<file path="config.mk">
export PLATFORM = sky130hd
export DESIGN_NAME = redmean_color_distance
export DESIGN_NICKNAME = d
export VERILOG_FILES = /design/src/rtl/rcd_pkg.sv /design/src/rtl/rcd_front.sv /design/src/rtl/rcd_queue.sv /design/src/rtl/rcd_scale.sv /design/src/rtl/rcd_sqrt.sv /design/src/rtl/redmean_color_distance.sv
export SDC_FILE = /design/constraint.sdc
export NUM_CORES = 2
export LEC_CHECK = 0
export BUFFER_PORTS_ARGS = -buffer_cell sky130_fd_sc_hd__buf_2
export CORE_ASPECT_RATIO = 1.1
export CORE_MARGIN = 2
export CORE_UTILIZATION = 55
export CTS_CLUSTER_SIZE = 25
export DETAILED_ROUTE_END_ITERATION = 16
export PLACE_DENSITY = 0.74
export RECOVER_POWER = 50
export SETUP_SLACK_MARGIN = 0.05
export SLEW_MARGIN = 10
export SYNTH_ARGS = -nofsm -noshare
export SYNTH_HDL_FRONTEND = slang
export SYNTH_SLANG_ARGS = --single-unit
export TNS_END_PERCENT = 100
</file>
<file path="constraint.sdc">
create_clock -name clk -period 38.6 [get_ports clk]
set_input_delay 7.72 -clock clk [delete_from_list [all_inputs] [get_ports clk]]
set_output_delay 7.72 -clock clk [all_outputs]
set_load 0.01 [all_outputs]
</file>
<file path="src/rtl/rcd_pkg.sv">
package rcd_pkg;

    localparam int unsigned ChanW      = 8;
    localparam int unsigned SumW       = 29;
    localparam int unsigned QuotW      = 32;
    localparam int unsigned RootW      = 16;
    localparam int unsigned RemW       = 26;
    localparam int unsigned SqrtRemW   = RootW + 2;
    localparam int unsigned SqrtSteps  = QuotW / 2;
    localparam int unsigned FracBits   = 14;
    localparam int unsigned EstShift   = 30;
    localparam int unsigned RecipW     = 34;
    localparam int unsigned WeightW    = 11;
    localparam int unsigned SqW        = 2 * ChanW;
    localparam int unsigned ProdW      = WeightW + SqW;

    localparam int unsigned QueueDepth = 4;
    localparam int unsigned QueuePtrW  = 2;

    localparam logic [24:0]        RedmeanScale  = 25'd33162750;
    localparam logic [WeightW-1:0] RedWeightBase = 11'd1020;
    localparam logic [WeightW-1:0] GreenWeight   = 11'd2040;
    localparam logic [WeightW-1:0] BlueWeightBase = 11'd1530;

    // Reciprocal of the scale, 2^58 / scale, so that N * Recip >> 30
    // underestimates floor(N * 2^28 / scale) by at most one.
    localparam logic [63:0] RecipFull =
        (64'd1 << (2 * FracBits + EstShift)) / {39'd0, RedmeanScale};
    localparam logic [RecipW-1:0] Recip = RecipFull[RecipW-1:0];

    typedef logic [SumW-1:0]  sum_t;
    typedef logic [QuotW-1:0] quot_t;
    typedef logic [RootW-1:0] root_t;

    typedef struct packed {
        logic valid;
        sum_t n;
    } rcd_sum_item_t;

    typedef struct packed {
        logic  valid;
        sum_t  n;
        quot_t q;
    } rcd_quot_item_t;

    typedef struct packed {
        logic empty;
        logic full;
    } rcd_queue_status_t;

endpackage

</file>
<file path="src/rtl/rcd_front.sv">
module rcd_front
    import rcd_pkg::*;
(
    input  logic                clk,
    input  logic                rst_n,
    input  logic                en,
    input  logic                in_valid,
    input  logic [ChanW-1:0]    a_red,
    input  logic [ChanW-1:0]    a_green,
    input  logic [ChanW-1:0]    a_blue,
    input  logic [ChanW-1:0]    b_red,
    input  logic [ChanW-1:0]    b_green,
    input  logic [ChanW-1:0]    b_blue,
    output rcd_sum_item_t       out_item
);

    logic               v1_reg, v2_reg, v3_reg, v4_reg;
    logic [ChanW-1:0]   dr_reg, dg_reg, db_reg;
    logic [ChanW:0]     rsum_reg;
    logic [SqW-1:0]     dr2_reg, dg2_reg, db2_reg;
    logic [WeightW-1:0] wr_reg, wb_reg;
    logic [ProdW-1:0]   pr_reg, pg_reg, pb_reg;
    sum_t               n_reg;

    logic [ChanW-1:0]   dr_next, dg_next, db_next;
    logic [ChanW:0]     rsum_next;
    logic [ProdW-1:0]   pr_next, pg_next, pb_next;
    sum_t               n_next;

    always_comb
    begin
        dr_next   = (a_red >= b_red) ? a_red - b_red : b_red - a_red;
        dg_next   = (a_green >= b_green) ? a_green - b_green : b_green - a_green;
        db_next   = (a_blue >= b_blue) ? a_blue - b_blue : b_blue - a_blue;
        rsum_next = {1'b0, a_red} + {1'b0, b_red};
        pr_next   = {{SqW{1'b0}}, wr_reg} * {{WeightW{1'b0}}, dr2_reg};
        pg_next   = {{SqW{1'b0}}, GreenWeight} * {{WeightW{1'b0}}, dg2_reg};
        pb_next   = {{SqW{1'b0}}, wb_reg} * {{WeightW{1'b0}}, db2_reg};
        n_next    = {2'b00, pr_reg} + {2'b00, pg_reg} + {2'b00, pb_reg};
    end

    always_ff @(posedge clk or negedge rst_n)
    begin
        if (!rst_n)
        begin
            v1_reg <= 1'b0;
            v2_reg <= 1'b0;
            v3_reg <= 1'b0;
            v4_reg <= 1'b0;
        end
        else if (en)
        begin
            v1_reg <= in_valid;
            v2_reg <= v1_reg;
            v3_reg <= v2_reg;
            v4_reg <= v3_reg;
        end
    end

    always_ff @(posedge clk)
    begin
        if (en)
        begin
            dr_reg   <= dr_next;
            dg_reg   <= dg_next;
            db_reg   <= db_next;
            rsum_reg <= rsum_next;
            dr2_reg  <= {{ChanW{1'b0}}, dr_reg} * {{ChanW{1'b0}}, dr_reg};
            dg2_reg  <= {{ChanW{1'b0}}, dg_reg} * {{ChanW{1'b0}}, dg_reg};
            db2_reg  <= {{ChanW{1'b0}}, db_reg} * {{ChanW{1'b0}}, db_reg};
            wr_reg   <= RedWeightBase + {2'b00, rsum_reg};
            wb_reg   <= BlueWeightBase - {2'b00, rsum_reg};
            pr_reg   <= pr_next;
            pg_reg   <= pg_next;
            pb_reg   <= pb_next;
            n_reg    <= n_next;
        end
    end

    assign out_item.valid = v4_reg;
    assign out_item.n     = n_reg;

endmodule

</file>
<file path="src/rtl/rcd_queue.sv">
module rcd_queue
    import rcd_pkg::*;
(
    input  logic              clk,
    input  logic              rst_n,
    input  logic              push,
    input  sum_t              push_n,
    input  logic              pop,
    output sum_t              head_n,
    output rcd_queue_status_t status
);

    sum_t                 mem_reg [QueueDepth];
    logic [QueuePtrW-1:0] wr_ptr_reg, rd_ptr_reg;
    logic [QueuePtrW:0]   count_reg, count_next;

    always_comb
    begin
        count_next = count_reg;
        if (push && !pop)
        begin
            count_next = count_reg + 1'b1;
        end
        else if (pop && !push)
        begin
            count_next = count_reg - 1'b1;
        end
    end

    always_ff @(posedge clk or negedge rst_n)
    begin
        if (!rst_n)
        begin
            wr_ptr_reg <= '0;
            rd_ptr_reg <= '0;
            count_reg  <= '0;
        end
        else
        begin
            if (push)
            begin
                wr_ptr_reg <= wr_ptr_reg + 1'b1;
            end
            if (pop)
            begin
                rd_ptr_reg <= rd_ptr_reg + 1'b1;
            end
            count_reg <= count_next;
        end
    end

    always_ff @(posedge clk)
    begin
        if (push)
        begin
            mem_reg[wr_ptr_reg] <= push_n;
        end
    end

    assign head_n       = mem_reg[rd_ptr_reg];
    assign status.empty = (count_reg == '0);
    assign status.full  = (count_reg == (QueuePtrW + 1)'(QueueDepth));

    a_no_overflow: assert property (@(posedge clk) disable iff (!rst_n)
        push |-> !status.full)
        else $error("queue written while full");

    a_no_underflow: assert property (@(posedge clk) disable iff (!rst_n)
        pop |-> !status.empty)
        else $error("queue read while empty");

    a_fill_tracks: assert property (@(posedge clk) disable iff (!rst_n)
        (push && !pop) |=> !status.empty)
        else $error("queue empty right after a write");

endmodule

</file>
<file path="src/rtl/rcd_scale.sv">
module rcd_scale
    import rcd_pkg::*;
(
    input  logic           clk,
    input  logic           rst_n,
    input  logic           en,
    input  rcd_sum_item_t  in_item,
    output rcd_quot_item_t out_item
);

    localparam int unsigned LoW   = 16;
    localparam int unsigned HiW   = SumW - LoW;
    localparam int unsigned PloW  = LoW + RecipW;
    localparam int unsigned PhiW  = HiW + RecipW;
    localparam int unsigned FullW = SumW + RecipW;

    logic              v1_reg, v2_reg, v3_reg, v4_reg;
    sum_t              n1_reg, n2_reg, n3_reg, n4_reg;
    logic [PloW-1:0]   plo_reg;
    logic [PhiW-1:0]   phi_reg;
    quot_t             qest2_reg, qest3_reg, q_reg;
    logic [RemW-1:0]   low_reg;

    logic [PloW-1:0]   plo_next;
    logic [PhiW-1:0]   phi_next;
    logic [FullW-1:0]  prod;
    quot_t             qest_next;
    logic [2*RemW-1:0] low_full;
    logic [RemW-1:0]   rem;
    logic              bump;
    quot_t             q_next;

    always_comb
    begin
        plo_next  = {{RecipW{1'b0}}, in_item.n[LoW-1:0]} * {{LoW{1'b0}}, Recip};
        phi_next  = {{RecipW{1'b0}}, in_item.n[SumW-1:LoW]} * {{HiW{1'b0}}, Recip};
        prod      = {phi_reg, {LoW{1'b0}}} + {{(FullW - PloW){1'b0}}, plo_reg};
        qest_next = prod[EstShift +: QuotW];
        // Only the low bits of q_est * scale matter: the remainder is below 2^26.
        low_full  = {{RemW{1'b0}}, qest2_reg[RemW-1:0]}
                  * {{(2 * RemW - 25){1'b0}}, RedmeanScale};
        rem       = {RemW{1'b0}} - low_reg;
        bump      = (rem >= {1'b0, RedmeanScale});
        q_next    = qest3_reg + {{(QuotW - 1){1'b0}}, bump};
    end

    always_ff @(posedge clk or negedge rst_n)
    begin
        if (!rst_n)
        begin
            v1_reg <= 1'b0;
            v2_reg <= 1'b0;
            v3_reg <= 1'b0;
            v4_reg <= 1'b0;
        end
        else if (en)
        begin
            v1_reg <= in_item.valid;
            v2_reg <= v1_reg;
            v3_reg <= v2_reg;
            v4_reg <= v3_reg;
        end
    end

    always_ff @(posedge clk)
    begin
        if (en)
        begin
            n1_reg    <= in_item.n;
            plo_reg   <= plo_next;
            phi_reg   <= phi_next;
            n2_reg    <= n1_reg;
            qest2_reg <= qest_next;
            n3_reg    <= n2_reg;
            qest3_reg <= qest2_reg;
            low_reg   <= low_full[RemW-1:0];
            n4_reg    <= n3_reg;
            q_reg     <= q_next;
        end
    end

    assign out_item.valid = v4_reg;
    assign out_item.n     = n4_reg;
    assign out_item.q     = q_reg;

endmodule

</file>
<file path="src/rtl/rcd_sqrt.sv">
module rcd_sqrt
    import rcd_pkg::*;
(
    input  logic           clk,
    input  logic           rst_n,
    input  logic           en,
    input  rcd_quot_item_t in_item,
    output logic           out_valid,
    output sum_t           out_n,
    output root_t          out_root
);

    logic                v_reg    [SqrtSteps];
    sum_t                n_reg    [SqrtSteps];
    quot_t               rad_reg  [SqrtSteps];
    logic [SqrtRemW-1:0] rem_reg  [SqrtSteps];
    root_t               root_reg [SqrtSteps];

    logic                v_src    [SqrtSteps];
    sum_t                n_src    [SqrtSteps];
    quot_t               rad_src  [SqrtSteps];
    logic [SqrtRemW-1:0] rem_src  [SqrtSteps];
    root_t               root_src [SqrtSteps];

    quot_t               rad_next  [SqrtSteps];
    logic [SqrtRemW-1:0] rem_next  [SqrtSteps];
    root_t               root_next [SqrtSteps];

    logic [SqrtRemW-1:0] rem_sh;
    logic [SqrtRemW-1:0] trial;
    logic                take;

    // Each stage settles one root bit from the next two radicand bits.
    always_comb
    begin
        rem_sh = '0;
        trial  = '0;
        take   = 1'b0;
        for (int k = 0; k < SqrtSteps; k++)
        begin
            if (k == 0)
            begin
                v_src[k]    = in_item.valid;
                n_src[k]    = in_item.n;
                rad_src[k]  = in_item.q;
                rem_src[k]  = '0;
                root_src[k] = '0;
            end
            else
            begin
                v_src[k]    = v_reg[k-1];
                n_src[k]    = n_reg[k-1];
                rad_src[k]  = rad_reg[k-1];
                rem_src[k]  = rem_reg[k-1];
                root_src[k] = root_reg[k-1];
            end
            rem_sh       = {rem_src[k][SqrtRemW-3:0], rad_src[k][QuotW-1 -: 2]};
            trial        = {root_src[k], 2'b01};
            take         = (rem_sh >= trial);
            rem_next[k]  = take ? rem_sh - trial : rem_sh;
            root_next[k] = {root_src[k][RootW-2:0], take};
            rad_next[k]  = {rad_src[k][QuotW-3:0], 2'b00};
        end
    end

    always_ff @(posedge clk or negedge rst_n)
    begin
        if (!rst_n)
        begin
            for (int k = 0; k < SqrtSteps; k++)
            begin
                v_reg[k] <= 1'b0;
            end
        end
        else if (en)
        begin
            for (int k = 0; k < SqrtSteps; k++)
            begin
                v_reg[k] <= v_src[k];
            end
        end
    end

    always_ff @(posedge clk)
    begin
        if (en)
        begin
            for (int k = 0; k < SqrtSteps; k++)
            begin
                n_reg[k]    <= n_src[k];
                rad_reg[k]  <= rad_next[k];
                rem_reg[k]  <= rem_next[k];
                root_reg[k] <= root_next[k];
            end
        end
    end

    assign out_valid = v_reg[SqrtSteps-1];
    assign out_n     = n_reg[SqrtSteps-1];
    assign out_root  = root_reg[SqrtSteps-1];

endmodule

</file>
<file path="src/rtl/redmean_color_distance.sv">
// Redmean color distance between two 8-bit RGB colors.
//
// Input channel: in_valid / in_ready with the six channel values of colors a
// and b. Output channel: out_valid / out_ready with weighted_square_sum, the
// integer numerator N of the squared distance, and distance_q, the distance
// in unsigned Q2.14 (floor of the square root of N * 2^28 / 33162750).
//
// Throughput is one item per cycle while out_ready is held high. The edge
// that accepts an item loads the first of four front stages that form N.
// The item then passes through the queue, four stages divide by the scale
// through a reciprocal multiply and correction, and sixteen stages take the
// square root one bit per stage.
//
// The front and back are parted by a four-entry queue. When out_ready is low
// and a result is shown, the back pipeline holds it steady on the outputs;
// the front takes items until the queue fills, and only then drops in_ready.
// Reset empties the pipelines and the queue; no result is pending after it.
module redmean_color_distance
    import rcd_pkg::*;
(
    input  logic             clk,
    input  logic             rst_n,
    input  logic             in_valid,
    output logic             in_ready,
    input  logic [ChanW-1:0] a_red,
    input  logic [ChanW-1:0] a_green,
    input  logic [ChanW-1:0] a_blue,
    input  logic [ChanW-1:0] b_red,
    input  logic [ChanW-1:0] b_green,
    input  logic [ChanW-1:0] b_blue,
    output logic             out_valid,
    input  logic             out_ready,
    output logic [SumW-1:0]  weighted_square_sum,
    output logic [RootW-1:0] distance_q
);

    rcd_sum_item_t     front_item;
    rcd_sum_item_t     scale_in;
    rcd_quot_item_t    scale_out;
    rcd_queue_status_t q_status;
    sum_t              head_n;
    logic              front_en;
    logic              back_en;
    logic              push;
    logic              pop;

    assign front_en = !(front_item.valid && q_status.full);
    assign in_ready = front_en;
    assign push     = front_item.valid && front_en;

    assign back_en  = !out_valid || out_ready;
    assign pop      = back_en && !q_status.empty;

    assign scale_in.valid = !q_status.empty;
    assign scale_in.n     = head_n;

    rcd_front u_front (
        .clk      (clk),
        .rst_n    (rst_n),
        .en       (front_en),
        .in_valid (in_valid),
        .a_red    (a_red),
        .a_green  (a_green),
        .a_blue   (a_blue),
        .b_red    (b_red),
        .b_green  (b_green),
        .b_blue   (b_blue),
        .out_item (front_item)
    );

    rcd_queue u_queue (
        .clk    (clk),
        .rst_n  (rst_n),
        .push   (push),
        .push_n (front_item.n),
        .pop    (pop),
        .head_n (head_n),
        .status (q_status)
    );

    rcd_scale u_scale (
        .clk      (clk),
        .rst_n    (rst_n),
        .en       (back_en),
        .in_item  (scale_in),
        .out_item (scale_out)
    );

    rcd_sqrt u_sqrt (
        .clk       (clk),
        .rst_n     (rst_n),
        .en        (back_en),
        .in_item   (scale_out),
        .out_valid (out_valid),
        .out_n     (weighted_square_sum),
        .out_root  (distance_q)
    );

endmodule
</file>
==> run_results.csv <==
group,metric,value,unit
drt,viasPerCell,5.431,
logic_synthesis,synth_commonest_cells,"edfxtp_1 (1696), inv_1 (1196), ha_1 (1002), fa_1 (647), nand2_1 (516)",
logic_synthesis,async_reset_ff_share,1.795,%
sta,finalHoldViolCount,0,
sta,max-slew-margin-rel,-149.9,%
sta,whs,0.3927,ns
min_path,holdCritPathClass,"flop to flop",
clock_network,root_buffer,"clkbuf_16",
worst_setup_path,cpPeakStageDelay,2.63,ns
sta,fin_crit_sh,34.02,%
clock_network,hold_buffers,0,
logic_synthesis,synth_cells,7914,
clock_network,clock_path_buffers,3,
clock_network,cts_tree,"yes",
sta,setup_slack,25.47,ns
cells_and_area,drive_above_1_share,6.206,%
floorplan,initial_core_util,55.19,%
sta,rsz0062_at_grt,"false",
worst_setup_path,path_class,"flop to output pin",
sta,fmaxAchievable,76.15,MHz
drt,wl_per_cell,17.25,um
global_routing,track_usage,19.84,%
drt,drc,0,
global_routing,grt_max_degree,216,
floorplan,rows,166,
clock_network,cts_resized,0,
clock_network,clkTransAtPathRegs,0.06,ns
logic_synthesis,ys_seq_elements,1727,
logic_synthesis,synth_area_leaders,"edfxtp_1 (50%), fa_1 (13%), ha_1 (12%), inv_1 (4.4%), xnor2_1 (2.9%)",
logic_synthesis,yosysSeqAreaShare,50.51,%
place,hpwl,135100,um
place,gp_congestion,0.8964,
sta,period_needed,13.13,ns
floorplan,ios,99,
job,cap_violations,9,
global_routing,grt_use_met2,35.06,%
logic_synthesis,syn_nets,9615,
run_status,violations,"max-capacitance violations, max-slew violations",
place,io_buffers,98,
logic_synthesis,yosysTopAreaCell,"edfxtp_1",
logic_synthesis,yosysUniqueCellTypes,95,
cells_and_area,largest_reg_flops,464,
global_routing,met3_usage,2.859,%
cells_and_area,layout.nets,9758,
worst_setup_path,cp.arrival,5.41,ns
sta,maxSlewViolCount,402,
global_routing,grt_busiest_layer,"met2",
worst_setup_path,cp_top_family,"buffers and inverters",
clock_network,htree_num_levels,4,
worst_setup_path,crit_buf_inv,2,
clock_network,cts_setup_buffers,0,
drt,first_pass_iters,5,
clock_network,numCtsBuffers,170,
worst_setup_path,worstPathCellList,"nor2_1, and3_1, clkinvlp_2, buf_2",
sta,setup_viol,0,
clock_network,insertion_delay,0.84,ns
logic_synthesis,yosys_warnings,0,
sta,fin_skew,0.06056,ns
worst_setup_path,required,30.88,ns
drt,dr_total_vias,57780,
global_routing,use_met1,25.24,%
worst_setup_path,critPathSlowestCell,"clkinvlp_2",
logic_synthesis,syn_avg_cell_area,12.93,um^2
floorplan,dieHeight,456.5,um
cells_and_area,syn_to_final_growth,8.500,%
worst_setup_path,startpoint_type,"flop",
worst_setup_path,cp_max_fo,76,
floorplan,coreArea,185500,um^2
place,place_ws,25.88,ns
logic_synthesis,syn_area,102400,um^2
floorplan,dieWidth,415.3,um
clock_network,cts_sinks,1727,
worst_setup_path,crit_path_end_kind,"output pin",
global_routing,grt_pass1_wl,304100,um
sta,tightest_slew,3.748,ns
drt,wl,183500,um
global_routing,grt_overflow_total,0,
global_routing,grt_pass1_vias,60860,
sta,tns,0,ns
logic_synthesis,synth_edf_count,1696,
floorplan,die-area,189600,um^2
logic_synthesis,ys.flop_type,"edfxtp_1",
logic_synthesis,synth_top_area_share,49.76,%
drt,drt-initial-drc-count,3730,
logic_synthesis,yosysMostFrequentCell,"edfxtp_1",
run_status,status,"complete, but fails checks",
drt,ant_nets,0,
global_routing,antenna_found_initial,3,
cells by family (layout without fill, tap and decap cells):
logic type                 after synthesis  in the layout  share of synthesized area, %
AOI/OAI and AO/OA                      971            971                         6.136
xor gates and xnor gates               494            494                         4.227
adders and majority gates             1649           1649                         24.90
buffers and inverters                 1345           1633                         5.059
DFF                                   1727           1727                         50.51
muxes                                  112            112                         1.544
other                                    1              2                      0.003664
and+or+nand+nor                       1615           1615                         7.613
worst paths after layout:
path | cells after the start | start | slack, ns | end
worst max register to register | 5 | u_queue.count_reg[0] | 29.51 | u_front.pr_reg[2]
worst min-delay path | 0 | u_sqrt.n_reg[1][110] | 0.39 | u_sqrt.n_reg[1][139]
min in group asynchronous | 1 | rst_n | 6.96 | u_sqrt.v_reg[1]
worst min register to register | 0 | u_sqrt.n_reg[1][110] | 0.39 | u_sqrt.n_reg[1][139]
worst max-delay path | 4 | u_queue.count_reg[0] | 25.47 | in_ready
max in group asynchronous | 1 | rst_n | 31.18 | u_scale.v1_reg
worst reg2reg max path, stage by stage (launching register included):
cell and delay (ns):
dfrtp_1 0.45, nor2_1 0.09, and3_1 0.26, clkinvlp_2 2.02, clkbuf_1 2.81, clkbuf_1 2.87
cells in the final DEF (no fill, tap or decap), types with 151 or more instances in the layout:
cell	synthesis	layout
and2_1	202	180
o21ai_0	198	200
ha_1	1002	1002
a21oi_1	309	310
clkbuf_16	0	170
xor2_1	151	151
nor2_1	336	336
fa_1	647	647
xnor2_1	343	343
edfxtp_1	1696	1696
inv_1	1196	1195
nand2_1	516	516
routing by layer:
metal  vias to the layer above  share of wire, %
met5                         -            0.0071
met3                       309               4.2
met1                     28710                42
met2                      1150                51
li1                      27610                 -
met4                         2               2.6
through the flow:
step           utilization (%)  instances  cell area, um^2
6_report                 59.88      10640           111100
5_1_grt                  59.88      10640           111100
4_1_cts                  59.95      10640           111200
3_5_place_dp             56.86      10320           105500
3_3_place_gp             56.86      10320           105500
2_1_floorplan                -       7914           102400
cell type report:
| class | count | area, um^2 |
|---|---|---|
| tap | 2436 | 3048 |
| sequential | 1727 | 51700 |
| clock buffer | 193 | 4350 |
| antenna | 1 | 2.502 |
| multi-input combinational | 4842 | 45400 |
| timing repair buffer | 119 | 676.9 |
| clock inverter | 124 | 1384 |
| inverter | 1197 | 4494 |
| fill | 13890 | 74420 |
Power is not shown: default switching activity piles up to over one toggle a cycle in this logic, so the estimate is an artifact.
